### src/sv/rtpl16_pkg.sv
// ----------------------------------------------------------------------------
// rtpl16_pkg
// Shared types and constants for the RTP L16 stereo packetiser.
// ----------------------------------------------------------------------------
package rtpl16_pkg;

	localparam int MAX_FRAMES = 1152;
	localparam int FRAME_CNT_W = 11;
	localparam int QDEPTH = 2;
	localparam int QPTR_W = (QDEPTH > 1) ? $clog2(QDEPTH) : 1;
	localparam int QCNT_W = $clog2(QDEPTH + 1);

	localparam int PT_W = 7;
	localparam int SSRC_W = 32;
	localparam int CFG_IDX_W = 1;
	localparam int CFG_DATA_W = 32;
	localparam logic [CFG_IDX_W-1:0] CFG_PAYLOAD_TYPE = 1'b0;
	localparam logic [CFG_IDX_W-1:0] CFG_SOURCE_ID = 1'b1;
	localparam logic [PT_W-1:0] PT_RESET = 7'd10;

	localparam int SAMPLE_W = 18;
	localparam logic [7:0] HDR_FIRST_BYTE = 8'h80;

	// byte position within a frame's output: header 0..11, payload 12..15
	localparam int POS_W = 4;
	localparam logic [POS_W-1:0] POS_PAYLOAD = 4'd12;
	localparam logic [POS_W-1:0] POS_LAST = 4'd15;

	typedef struct packed {
		logic        hdr;
		logic        last;
		logic [15:0] seq;
		logic [31:0] ts;
		logic [15:0] left;
		logic [15:0] right;
	} cmd_t;

endpackage

### src/sv/rtp_l16_packetizer.sv
// ----------------------------------------------------------------------------
// rtp_l16_packetizer
// RTP version 2 packetiser for L16 stereo audio, one byte per output beat.
// ----------------------------------------------------------------------------
// Each accepted frame yields four payload beats (left then right, big endian),
// preceded by a 12-byte RTP header when it opens a packet. Input conversion
// and packet bookkeeping happen as a frame is accepted; a two-entry command
// queue then feeds the serialiser, so the input takes a new frame while
// earlier ones are still being sent, unless the queue is full. A frame's
// first byte passes through its queue entry and then the output register.
// payload_type and source_id are sampled as header bytes leave, so write
// them only while the block is idle.
module rtp_l16_packetizer (
	input  logic                                   clk,
	input  logic                                   arst_n,
	input  logic                                   cfg_we,
	input  logic [rtpl16_pkg::CFG_IDX_W-1:0]       cfg_index,
	input  logic [rtpl16_pkg::CFG_DATA_W-1:0]      cfg_data,
	input  logic                                   in_valid,
	output logic                                   in_ready,
	input  logic signed [rtpl16_pkg::SAMPLE_W-1:0] left_sample,
	input  logic signed [rtpl16_pkg::SAMPLE_W-1:0] right_sample,
	input  logic                                   end_of_packet,
	output logic                                   out_valid,
	input  logic                                   out_ready,
	output logic [7:0]                             packet_byte,
	output logic                                   last_byte
);
	import rtpl16_pkg::*;

	logic [PT_W-1:0]   pt_q;
	logic [SSRC_W-1:0] ssrc_q;

	logic q_push;
	logic q_pop;
	logic q_full;
	logic q_valid;
	cmd_t q_cmd;
	cmd_t q_head;

	always_ff @(posedge clk or negedge arst_n) begin
		if (!arst_n) begin
			pt_q   <= PT_RESET;
			ssrc_q <= '0;
		end else if (cfg_we) begin
			unique case (cfg_index)
				CFG_PAYLOAD_TYPE: pt_q   <= cfg_data[PT_W-1:0];
				CFG_SOURCE_ID:    ssrc_q <= cfg_data[SSRC_W-1:0];
				default: ;
			endcase
		end
	end

	rtpl16_front u_front (
		.clk          (clk),
		.arst_n       (arst_n),
		.in_valid     (in_valid),
		.in_ready     (in_ready),
		.left_sample  (left_sample),
		.right_sample (right_sample),
		.end_of_packet(end_of_packet),
		.q_full       (q_full),
		.q_push       (q_push),
		.q_cmd        (q_cmd)
	);

	rtpl16_queue u_queue (
		.clk     (clk),
		.arst_n  (arst_n),
		.push    (q_push),
		.push_cmd(q_cmd),
		.pop     (q_pop),
		.full    (q_full),
		.q_valid (q_valid),
		.head    (q_head)
	);

	rtpl16_back u_back (
		.clk        (clk),
		.arst_n     (arst_n),
		.q_valid    (q_valid),
		.head       (q_head),
		.q_pop      (q_pop),
		.pt         (pt_q),
		.ssrc       (ssrc_q),
		.out_valid  (out_valid),
		.out_ready  (out_ready),
		.packet_byte(packet_byte),
		.last_byte  (last_byte)
	);

`ifndef ASSERT_OFF
	a_no_overflow: assert property (@(posedge clk) disable iff (!arst_n)
		q_push |-> !q_full)
		else $error("queue push while full");

	a_no_underflow: assert property (@(posedge clk) disable iff (!arst_n)
		q_pop |-> q_valid)
		else $error("queue pop while empty");

	a_first_beat_hdr: assert property (@(posedge clk) disable iff (!arst_n)
		(q_pop && q_head.hdr) |=> (packet_byte == HDR_FIRST_BYTE) && !last_byte)
		else $error("packet did not open with header byte");
`endif

endmodule

### src/sv/rtpl16_front.sv
// ----------------------------------------------------------------------------
// rtpl16_front
// Accepts frames, converts samples to L16 and tracks packet state.
// ----------------------------------------------------------------------------
module rtpl16_front (
	input  logic                                     clk,
	input  logic                                     arst_n,
	input  logic                                     in_valid,
	output logic                                     in_ready,
	input  logic signed [rtpl16_pkg::SAMPLE_W-1:0]   left_sample,
	input  logic signed [rtpl16_pkg::SAMPLE_W-1:0]   right_sample,
	input  logic                                     end_of_packet,
	input  logic                                     q_full,
	output logic                                     q_push,
	output rtpl16_pkg::cmd_t                         q_cmd
);
	import rtpl16_pkg::*;

	localparam logic signed [SAMPLE_W-1:0] Q_ONE = 18'sd65536;

	logic [FRAME_CNT_W-1:0] frames_q;
	logic [FRAME_CNT_W-1:0] frames_nxt;
	logic [31:0]            ts_q;
	logic [15:0]            seq_q;
	logic                   close;

	// clamp to +-1, scale by 32767, truncate toward zero
	function automatic logic [15:0] to_l16(input logic signed [SAMPLE_W-1:0] s);
		logic signed [SAMPLE_W-1:0] v;
		logic [SAMPLE_W-1:0]        a;
		logic [31:0]                p;
		logic [15:0]                r;
		v = s;
		if (v > Q_ONE)
			v = Q_ONE;
		if (v < -Q_ONE)
			v = -Q_ONE;
		a = v[SAMPLE_W-1] ? (-v) : v;
		p = {a[16:0], 15'b0} - {15'b0, a[16:0]};
		r = p[31:16];
		return v[SAMPLE_W-1] ? (-r) : r;
	endfunction

	assign in_ready   = !q_full;
	assign q_push     = in_valid && !q_full;
	assign frames_nxt = frames_q + FRAME_CNT_W'(1);
	assign close      = end_of_packet || (frames_nxt >= FRAME_CNT_W'(MAX_FRAMES));

	always_comb begin
		q_cmd.hdr   = (frames_q == '0);
		q_cmd.last  = close;
		q_cmd.seq   = seq_q;
		q_cmd.ts    = ts_q;
		q_cmd.left  = to_l16(left_sample);
		q_cmd.right = to_l16(right_sample);
	end

	always_ff @(posedge clk or negedge arst_n) begin
		if (!arst_n) begin
			frames_q <= '0;
			ts_q     <= '0;
			seq_q    <= '0;
		end else if (q_push) begin
			ts_q <= ts_q + 32'd1;
			if (close) begin
				frames_q <= '0;
				seq_q    <= seq_q + 16'd1;
			end else begin
				frames_q <= frames_nxt;
			end
		end
	end

endmodule

### src/sv/rtpl16_queue.sv
// ----------------------------------------------------------------------------
// rtpl16_queue
// Short command queue between the front and the byte serialiser.
// ----------------------------------------------------------------------------
module rtpl16_queue (
	input  logic             clk,
	input  logic             arst_n,
	input  logic             push,
	input  rtpl16_pkg::cmd_t push_cmd,
	input  logic             pop,
	output logic             full,
	output logic             q_valid,
	output rtpl16_pkg::cmd_t head
);
	import rtpl16_pkg::*;

	cmd_t              mem_q [QDEPTH];
	logic [QPTR_W-1:0] wr_q;
	logic [QPTR_W-1:0] rd_q;
	logic [QCNT_W-1:0] cnt_q;

	assign full    = (cnt_q == QCNT_W'(QDEPTH));
	assign q_valid = (cnt_q != '0);
	assign head    = mem_q[rd_q];

	function automatic logic [QPTR_W-1:0] ptr_inc(input logic [QPTR_W-1:0] p);
		return (p == QPTR_W'(QDEPTH - 1)) ? '0 : p + QPTR_W'(1);
	endfunction

	always_ff @(posedge clk) begin
		if (push)
			mem_q[wr_q] <= push_cmd;
	end

	always_ff @(posedge clk or negedge arst_n) begin
		if (!arst_n) begin
			wr_q  <= '0;
			rd_q  <= '0;
			cnt_q <= '0;
		end else begin
			if (push)
				wr_q <= ptr_inc(wr_q);
			if (pop)
				rd_q <= ptr_inc(rd_q);
			if (push && !pop)
				cnt_q <= cnt_q + QCNT_W'(1);
			else if (pop && !push)
				cnt_q <= cnt_q - QCNT_W'(1);
		end
	end

endmodule

### src/sv/rtpl16_back.sv
// ----------------------------------------------------------------------------
// rtpl16_back
// Byte serialiser: header and payload bytes into a registered output beat.
// ----------------------------------------------------------------------------
module rtpl16_back (
	input  logic                            clk,
	input  logic                            arst_n,
	input  logic                            q_valid,
	input  rtpl16_pkg::cmd_t                head,
	output logic                            q_pop,
	input  logic [rtpl16_pkg::PT_W-1:0]     pt,
	input  logic [rtpl16_pkg::SSRC_W-1:0]   ssrc,
	output logic                            out_valid,
	input  logic                            out_ready,
	output logic [7:0]                      packet_byte,
	output logic                            last_byte
);
	import rtpl16_pkg::*;

	cmd_t             cmd_q;
	logic             active_q;
	logic [POS_W-1:0] pos_q;
	logic             out_valid_q;
	logic [7:0]       byte_q;
	logic             last_q;

	cmd_t             src;
	logic [POS_W-1:0] spos;
	logic             adv;
	logic             have;

	function automatic logic [7:0] byte_sel(input cmd_t c, input logic [POS_W-1:0] p,
	                                        input logic [PT_W-1:0] t,
	                                        input logic [SSRC_W-1:0] s);
		logic [7:0] b;
		unique case (p)
			4'd0:  b = HDR_FIRST_BYTE;
			4'd1:  b = {1'b0, t};
			4'd2:  b = c.seq[15:8];
			4'd3:  b = c.seq[7:0];
			4'd4:  b = c.ts[31:24];
			4'd5:  b = c.ts[23:16];
			4'd6:  b = c.ts[15:8];
			4'd7:  b = c.ts[7:0];
			4'd8:  b = s[31:24];
			4'd9:  b = s[23:16];
			4'd10: b = s[15:8];
			4'd11: b = s[7:0];
			4'd12: b = c.left[15:8];
			4'd13: b = c.left[7:0];
			4'd14: b = c.right[15:8];
			4'd15: b = c.right[7:0];
		endcase
		return b;
	endfunction

	always_comb begin
		src   = active_q ? cmd_q : head;
		spos  = active_q ? pos_q : (head.hdr ? '0 : POS_PAYLOAD);
		adv   = !out_valid_q || out_ready;
		have  = active_q || q_valid;
		q_pop = adv && !active_q && q_valid;
	end

	assign out_valid   = out_valid_q;
	assign packet_byte = byte_q;
	assign last_byte   = last_q;

	always_ff @(posedge clk) begin
		if (adv && have) begin
			byte_q <= byte_sel(src, spos, pt, ssrc);
			last_q <= (spos == POS_LAST) && src.last;
			cmd_q  <= src;
			pos_q  <= spos + POS_W'(1);
		end
	end

	always_ff @(posedge clk or negedge arst_n) begin
		if (!arst_n) begin
			out_valid_q <= 1'b0;
			active_q    <= 1'b0;
		end else if (adv) begin
			out_valid_q <= have;
			if (have)
				active_q <= (spos != POS_LAST);
		end
	end

endmodule

### config.mk
export PLATFORM = sky130hd
export DESIGN_NAME = rtp_l16_packetizer
export DESIGN_NICKNAME = d
export VERILOG_FILES = /design/src/sv/rtpl16_pkg.sv /design/src/sv/rtp_l16_packetizer.sv /design/src/sv/rtpl16_front.sv /design/src/sv/rtpl16_queue.sv /design/src/sv/rtpl16_back.sv
export SDC_FILE = /design/constraint.sdc
export NUM_CORES = 1
export LEC_CHECK = 0
export ABC_AREA = 0
export BUFFER_PORTS_ARGS = -buffer_cell sky130_fd_sc_hd__clkbuf_2
export CAP_MARGIN = 20
export CORE_MARGIN = 2
export CORE_UTILIZATION = 55
export CTS_CLUSTER_DIAMETER = 40
export DETAILED_ROUTE_END_ITERATION = 10
export PLACE_DENSITY = 0.73
export SYNTH_ARGS = -nofsm -noshare
export SYNTH_HDL_FRONTEND = slang
export SYNTH_SLANG_ARGS = --single-unit
export TNS_END_PERCENT = 10
### constraint.sdc
create_clock -name clk -period 11 [get_ports clk]
set_clock_uncertainty 0.15 [all_clocks]
set_input_delay 1.65 -clock clk [delete_from_list [all_inputs] [get_ports clk]]
set_output_delay 1.65 -clock clk [all_outputs]
set_load 0.05 [all_outputs]
**Word level (Yosys, flattened, before mapping)**

Memory sizes are Yosys's and may differ from the RTL's.
Cells that the tools add are included.

- Add/subtract/negate cells: 14
- Order comparisons: 5
- Equal/unequal tests: 17
- Mux-type cells: 19
- Bitwise gates (word level): 1
- Reduce and logical (&&, ||, !) cells: 23

Operator list:

| cell | count |
|---|---|
| case mux 8 bit (16 select lines) | 1 |
| two-way mux 81 bit | 1 |
| two-way mux 18 bit | 4 |
| subtractor 32 x 17 -> 32 bit | 2 |
| greater-than comparator 18 bit (second input constant) | 2 |
| less-than comparator 18 x 17 -> 1 bit (second input constant) | 2 |
| two-way mux 17 bit | 2 |
| negation 17 bit | 2 |
| adder 32 x 1 -> 32 bit (second input constant) | 1 |
| == test 4 bit (second input constant) | 8 |
| two-way mux 16 bit | 2 |
| negation 16 bit | 2 |
| adder 16 x 1 -> 16 bit (second input constant) | 1 |
| == test 4 x 3 -> 1 bit (second input constant) | 4 |
| adder 11 x 1 -> 11 bit (second input constant) | 1 |
| greater-or-equal comparator 11 bit (second input constant) | 1 |
| zero test 11 bit | 1 |
| two-way mux 11 bit | 1 |
| == test 4 x 2 -> 1 bit (second input constant) | 2 |
| two-way mux 4 bit | 2 |
| AND reduction 2 bit | 4 |
| logical AND 1 bit | 7 |
| zero test 1 bit | 5 |
| adder 4 x 1 -> 4 bit (second input constant) | 1 |
| other kinds (12) | 20 |

- Register bits: 198
- RAM bits: 164
- Bits of input ports: 75
- Output and inout port bits: 11
- Word-level logic and storage cells: 98
- Memories: 1

Memory list:

| memory | words | width | read ports | clocked after memory_dff | write ports | RTL line | text |
|---|---|---|---|---|---|---|---|
| u_queue.mem_q | 2 | 82 | 1 | 0 | 1 | rtpl16_queue.sv:17 | `cmd_t mem_q [QDEPTH];` |

**Depth between registers and ports, before layout**

Gate-level depths: netlist of run 1.

- Depth in word-level cells: 9
- Mapped depth: 26
- Depth with buffers taken out: 23

**Cells and area by module**

A second synthesis of run 1 with hierarchy kept.

- Cells, all modules: 1493
- Area, all modules: 19130.8 µm²

By module, submodules not included:

| module | instances | cells each | area an instance (µm²) | seq. area each (µm²) |
|---|---|---|---|---|
| rtpl16_queue | 1 | 271 | 6456.2 | 5024.8 |
| rtpl16_front | 1 | 778 | 6059.6 | 1476.4 |
| rtpl16_back | 1 | 360 | 5004.8 | 2872.8 |
| rtp_l16_packetizer | 1 | 84 | 1610.3 | 978.4 |

**Worst setup path before layout of run 1**

No wires, ideal clock.

- Path type: in2reg
- Start point: input left_sample[5] in the netlist's numbering
- End point: memory u_queue.mem_q[0][30] in the netlist's numbering, data pin
- Setup time: 266 ps
- Arrival time: 6383 ps
- Data required time: 10584 ps
- Path slack: 4202 ps
- Stages: 22
- Path buffers: 1
- Cells stage by stage: or4_1 buf_2 nor4_1 a21oi_1 a21oi_1 nand2_1 ha_1 nand3b_1 a2111oi_0 o31ai_1 a221oi_2 nand3_2 mux2i_1 nand3_1 inv_1 ha_1 inv_1 a2111o_1 and4bb_4 a41oi_2 nor4_2 xnor2_1

RTL lines:

| what | RTL line | text |
|---|---|---|
| start, declared | rtp_l16_packetizer.sv:21 | `input logic signed [rtpl16_pkg::SAMPLE_W-1:0] left_sample,` |
| end, declared | rtpl16_queue.sv:17 |  |

==> results of run 1 <==
[logic make-up after synthesis]
family          Yosys count  synth area share, %
simple gates            520                 14.4
compound gates          366                 13.2
flops                   362                 56.5
mux                     135                 7.67
buf+inv                 115                 2.46
xor+xnor                 98                 4.69
fa+ha+maj                15                 1.03
[sequential cells by signal, summed over array words and instances (netlist names)]
signal,count
pt_q,7
ssrc_q,32
u_back.active_q,1
u_back.cmd_q,81
u_back.last_byte,1
u_back.out_valid,1
u_back.packet_byte,8
u_back.pos_q,4
u_front.frames_q,11
u_front.seq_q,16
u_front.ts_q,32
u_queue.cnt_q,2
u_queue.mem_q,164
u_queue.rd_q,1
u_queue.wr_q,1
[worst max path at each step]
stage	start	endpoint	slack, ns	cells past startpoint
final	left_sample[5]	u_queue.mem_q[0][30]$_DFFE_PP_	3.40	22
after global placement	left_sample[5]	u_queue.mem_q[0][30]$_DFFE_PP_	3.31	22
after CTS	left_sample[5]	u_queue.mem_q[0][30]$_DFFE_PP_	3.55	22
after floorplan	left_sample[5]	u_queue.mem_q[0][30]$_DFFE_PP_	4.20	22
after detailed placement	left_sample[5]	u_queue.mem_q[0][30]$_DFFE_PP_	3.05	22
after global routing	left_sample[5]	u_queue.mem_q[1][30]$_DFFE_PP_	2.91	22
[final cells by class]
| type | instances | area [um^2] | area share [%] |
|---|---|---|---|
| clock buffer | 49 | 1120 | 5.47 |
| clock inverter | 27 | 265 | 1.30 |
| inverter | 26 | 97.6 | 0.477 |
| multi-input combinational | 1134 | 7530 | 36.8 |
| sequential | 362 | 10400 | 50.7 |
| tap | 442 | 553 | 2.71 |
| timing repair buffer | 97 | 518 | 2.53 |
[power by group through the flow]
stage	combinational (mW)	sequential, mW	clock (mW)
2_1_floorplan	0.933	2.18	0
3_3_place_gp	1.32	2.17	0
3_5_place_dp	1.34	2.19	0
4_1_cts	1.35	2.17	1.38
5_1_grt	1.48	2.21	1.44
6_report	1.35	2.17	1.35
[synth_stat cells (7+ instances only)]
cell,count,area [um^2]
edfxtp_1,258,7750
nand2_1,184,691
o21ai_0,126,631
dfrtp_1,102,2550
mux2i_1,93,931
nor2_1,72,270
clkbuf_1,71,267
xnor2_1,69,604
a21oi_1,58,290
nand3_1,55,275
mux2_2,42,473
a22oi_1,40,300
nor3_1,33,165
and2_1,30,188
xor2_1,29,254
nand4_1,27,169
inv_1,26,97.6
and3_1,17,106
nor2b_1,16,100
ha_1,15,188
o211ai_1,15,113
nor4_1,14,87.6
o31ai_1,14,105
a31oi_1,13,81.3
buf_1,13,48.8
nand2b_1,13,81.3
a221oi_1,11,96.3
or3_1,10,62.6
or2_2,8,50.1
and4_1,7,61.3
[metrics by stage]
stage,cells,power (mW)
after floorplan,1611,3.12
after global placement,2061,3.49
after detailed placement,2061,3.53
after CTS,2137,4.89
after global routing,2137,5.13
final,2137,4.87
[routing by layer]
layer	part of all wire, %	vias up
li1	-	6214
met1	46	6296
met2	46	444
met3	5.4	55
met4	2.1	0
met5	0	-
==> flow_metrics.py, run 1 <==
metrics = {
    "final_layout": {
        "final_cell_mix": "edfxtp_1 (258), nand2_1 (184), o21ai_0 (126)",
        "final_util_pct": 62.5,
        "n_antenna_cell": 0,
        "area_growth_pct": 11.6,
        "layout-drive-gt1-share_pct": 14.7,
        "fin_area_um2": 20400,
        "nFillCells": 2610,
        "final_common_cell": "edfxtp_1",
        "nets": 1753,
    },
    "die": {
        "io_pins": 86,
        "fp-row-count": 66,
        "fp.dieW_um": 186,
        "initial_core_util_pct": 56.0,
        "dieArea_um2": 34800,
        "coreArea_um2": 32700,
        "die_h_um": 186,
    },
    "worst_hold_path": {
        "holdCritPathClass": "reg -> reg",
        "hold_depth": 0,
        "hold_path_end": "u_queue.mem_q[1][60]$_DFFE_PP_",
        "min_from": "u_front.ts_q[28]$_DFFE_PN0P_",
    },
    "detailed_routing": {
        "via_per_inst": 6.09,
        "drc": 0,
        "routed_wl_um": 42200,
        "dr.pass1.iters": 6,
        "avgRoutedWirePerCell_um": 19.7,
        "drt_iter0_markers": 1285,
        "num_vias": 13000,
        "ant_nets": 0,
    },
    "worst_setup_path": {
        "crit_required_ns": 11.11,
        "reg2regPathDepth": 10,
        "rrSetupSlack_ns": 7.43,
        "crit_arrival_ns": 7.70,
        "start_kind": "input port",
        "crit_slowest_cell": "or4_1",
        "cpPeakStageDelay_ns": 0.74,
        "crit_type": "in -> reg",
        "path_cells": "clkbuf_2, or4_1, nor4_1, a21oi_1, a21oi_1, nand2_1, ha_1, nand3b_1, a2111oi_0, o31ai_1, a221oi_2, nand3_2, mux2i_1, nand3_1, inv_1, ha_1, inv_1, a2111o_1, and4bb_4, a41oi_2, nor4_2, xnor2_1",
        "cp_max_fo": 17,
        "regToRegStartpoint": "u_front.frames_q[4]$_DFFE_PN0P_",
        "endpoint_kind": "register",
        "r2r_end": "u_front.seq_q[11]$_DFFE_PN0P_",
        "critPathBufInv": 3,
        "path_delay_family": "simple AND/OR/NAND/NOR gates",
    },
    "yosys": {
        "ys.flop_type": "edfxtp_1",
        "ys_types": 85,
        "yosysSeqAreaShare_pct": 56.5,
        "synthCells": 1611,
        "synth_edf_count": 258,
        "synth_area_um2": 18300,
        "synth_nets": 1701,
        "synthArstFlopShare_pct": 28.7,
        "yosysWarnings": 0,
        "ys_ff_latch": 362,
        "avgSynthCellArea_um2": 11.4,
    },
    "grt": {
        "grt_pass1_wl_um": 68300,
        "grt_use_met1_pct": 35.7,
        "grt_util_met3_pct": 2.92,
        "met2_usage_pct": 38.3,
        "grt_pass1_vias": 12300,
        "antenna_found_initial": 0,
        "grt_max_degree": 92,
        "track_usage_pct": 24.2,
        "gr-max-usage-layer": "met2",
        "globalRouteOverflowTotal": 0,
    },
    "place": {
        "pre_cts_slack_ns": 3.05,
        "io_buffers": 85,
        "post_dp_cell_area_um2": 19100,
        "hpwlAfterDp_um": 28900,
        "routabilityCongestion": 0.874,
    },
    "sta": {
        "final_hold_viol_count": 0,
        "relSlewSlack_pct": 40.6,
        "finalCritPeriodShare_pct": 69.1,
        "setup_viol": 0,
        "tns_ns": 0,
        "period_minus_slack_ns": 7.60,
        "drv_slew": 0,
        "rsz0062_at_grt": "no",
        "hold_slack_ns": 0.337,
        "worst_slack_ns": 3.40,
        "max_freq_mhz": 132,
        "worstMarginPinSlew_ns": 0.892,
    },
    "cts": {
        "cts_max_level": 2,
        "cts_resized": 0,
        "worstSkewPairLatency_ns": 0.53,
        "clk_path_buf_depth": 3,
        "cts_setup_buffers": 0,
        "clk_pin_slew_ns": 0.06,
        "ctsHoldBuffers": 0,
        "cts_tree": "built",
        "numCtsBuffers": 42,
        "clkSinkCount": 362,
        "root_buffer": "clkbuf_16",
    },
    "run": {
        "cap_violations": 0,
    },
    "power": {
        "p_comb_share_pct": 27.7,
        "p_seq_share_pct": 44.6,
        "intPower_mw": 3.22,
        "powerDensity_nw_per_um2": 238,
        "power_switching_mw": 1.65,
        "power.leakage_nw": 7.70,
        "clkPwrFrac_pct": 27.8,
        "swShare_pct": 33.9,
        "max-vdd-ir-drop_v": 0.000126,
    },
    "status": {
        "status": "complete, no violations",
    },
}
(Power assumes the default switching activity.)
==> run 2: changes to the inputs <==
==> constraint.sdc (replaced) <==
create_clock -name clk -period 7.29 [get_ports clk]
set_clock_uncertainty 0.15 [all_clocks]
set_input_delay 1.0935 -clock clk [delete_from_list [all_inputs] [get_ports clk]]
set_output_delay 1.0935 -clock clk [all_outputs]
set_load 0.05 [all_outputs]
==> flow_metrics.py, run 2 (synthesis gave the netlist of run 1 again) <==
metrics = {
    "sta": {
        "hold_slack_ns": 0.316,
        "drv_slew": 0,
        "finalCritPeriodShare_pct": 88.6,
        "setup_viol": 0,
        "final_hold_viol_count": 0,
        "worstMarginPinSlew_ns": 0.977,
        "rsz0062_at_grt": "no",
        "tns_ns": 0,
        "max_freq_mhz": 155,
        "period_minus_slack_ns": 6.46,
        "relSlewSlack_pct": 34.9,
    },
    "die": {
        "die_h_um": 186,
        "io_pins": 86,
        "dieArea_um2": 34800,
        "coreArea_um2": 32700,
        "fp.dieW_um": 186,
        "initial_core_util_pct": 56.0,
        "fp-row-count": 66,
    },
    "final_layout": {
        "final_cell_mix": "edfxtp_1 (258), nand2_1 (184), o21ai_0 (126)",
        "stdcell_count": 2147,
        "final_common_cell": "edfxtp_1",
        "largest-register": "u_queue.mem_q",
        "n_antenna_cell": 0,
        "area_growth_pct": 12.2,
        "fin_area_um2": 20500,
        "reg.largest.list": "u_queue.mem_q x164, u_back.cmd_q x81",
        "largest_reg_flops": 164,
        "layout-drive-gt1-share_pct": 15.2,
        "nets": 1762,
    },
    "cts": {
        "cts_tree": "built",
        "clk_pin_slew_ns": 0.06,
        "numCtsBuffers": 42,
        "cts_max_level": 2,
        "cts_setup_buffers": 0,
        "cts_resized": 0,
        "worstSkewPairLatency_ns": 0.53,
        "clk_path_buf_depth": 3,
        "ctsHoldBuffers": 0,
        "root_buffer": "clkbuf_16",
        "clkSinkCount": 362,
    },
    "worst_setup_path": {
        "crit_path_end": "u_queue.mem_q[0][30]$_DFFE_PP_",
        "path_cells": "clkbuf_2, or4_1, nor4_1, a21oi_1, a21oi_1, nand2_1, ha_1, buf_4, or3b_2, a31oi_1, a211oi_1, o22ai_1, nand3_2, mux2i_1, nand3_1, inv_1, ha_1, inv_1, a2111o_1, and4bb_4, a41oi_2, nor4_2, xnor2_1",
        "start_kind": "input port",
        "cp_max_fo": 15,
        "reg2regPathDepth": 11,
        "cp.depth": 23,
        "crit_path_start": "left_sample[5]",
        "regToRegStartpoint": "u_front.frames_q[0]$_DFFE_PN0P_",
        "crit_type": "in -> reg",
        "endpoint_kind": "register",
        "path_delay_family": "simple AND/OR/NAND/NOR gates",
        "cpPeakStageDelay_ns": 0.77,
        "crit_arrival_ns": 6.56,
        "rrSetupSlack_ns": 3.70,
        "r2r_end": "u_front.seq_q[15]$_DFFE_PN0P_",
        "critPathBufInv": 4,
        "crit_slowest_cell": "or4_1",
        "crit_required_ns": 7.39,
    },
    "detailed_routing": {
        "drc": 0,
        "num_vias": 13200,
        "dr.pass1.iters": 8,
        "avgRoutedWirePerCell_um": 19.9,
        "ant_nets": 0,
        "drt_iter0_markers": 1221,
        "via_per_inst": 6.13,
        "routed_wl_um": 42800,
    },
    "grt": {
        "grt_pass1_vias": 12400,
        "grt_pass1_wl_um": 67800,
        "grt_max_degree": 77,
        "antenna_found_initial": 0,
        "globalRouteOverflowTotal": 0,
        "track_usage_pct": 24.2,
    },
    "run": {
        "cap_violations": 0,
    },
    "power": {
        "max-vdd-ir-drop_v": 0.000179,
        "powerDensity_nw_per_um2": 361,
        "power.leakage_nw": 7.76,
    },
    "worst_hold_path": {
        "min_from": "u_front.ts_q[30]$_DFFE_PN0P_",
        "holdCritPathClass": "reg -> reg",
    },
    "status": {
        "status": "complete, no violations",
    },
    "place": {
        "hpwlAfterDp_um": 28800,
        "post_dp_cell_area_um2": 19100,
        "place_inst": 2069,
        "io_buffers": 85,
        "routabilityCongestion": 0.927,
    },
}
run 2: changes by cell type in the layout (fill, tap and decap cells not counted):
cell,delta
buf_16,+1
clkinv_4,-1
inv_6,-4
buf_4,+8
clkbuf_1,+3
clkinvlp_4,+1
bufinv_16,+2
clkinv_2,+4
clkinv_8,-2
clkinv_1,-2
run 2: how the worst min path moves through the flow:
stage	endpoint	cells past startpoint
2_1_floorplan	u_queue.mem_q[0][60]$_DFFE_PP_	0
3_3_place_gp	u_queue.mem_q[0][61]$_DFFE_PP_	0
3_5_place_dp	u_queue.mem_q[1][62]$_DFFE_PP_	0
4_1_cts	u_queue.mem_q[0][62]$_DFFE_PP_	0
5_1_grt	u_queue.mem_q[0][62]$_DFFE_PP_	0
6_report	u_queue.mem_q[0][62]$_DFFE_PP_	0
run 2: stage by stage:
step / total power, mW / utilization (%) / setup slack, ns
final: 7.42 / 62.8 / 0.829
after CTS: 7.43 / 62.8 / 0.926
after detailed placement: 5.33 / 58.5 / 0.427
after global routing: 7.79 / 62.8 / 0.298
after global placement: 5.26 / 58.4 / 0.568
after floorplan: 4.70 / - / 1.05
run 2: layout make-up:
cell class	instances	area [um^2]
clock buffers	52	1130
clock inverters	25	269
fillers	2635	12200
inverters	26	97.6
multi-input cells	1134	7530
flip-flops and latches	362	10400
well taps	442	553
repair buffers	106	606
run 2: layer usage:
metal / global-route usage, % / vias up / part of all wire, % / wire length (um)
met5: 0 / - / 0 / 0
met4: 6.84 / 0 / 2.4 / 1010
met3: 3.61 / 67 / 6.7 / 2860
met2: 38.2 / 474 / 46 / 19600
met1: 35.1 / 6394 / 45 / 19300
li1: - / 6217 / - / -
run 2: power breakdown:
part | switching, mW | internal, mW | leakage [nW] | total (mW)
sequential | 0.294 | 2.98 | 3.75 | 3.28
clock | 0.829 | 1.26 | 0.681 | 2.09
combinational | 1.37 | 0.682 | 3.34 | 2.05
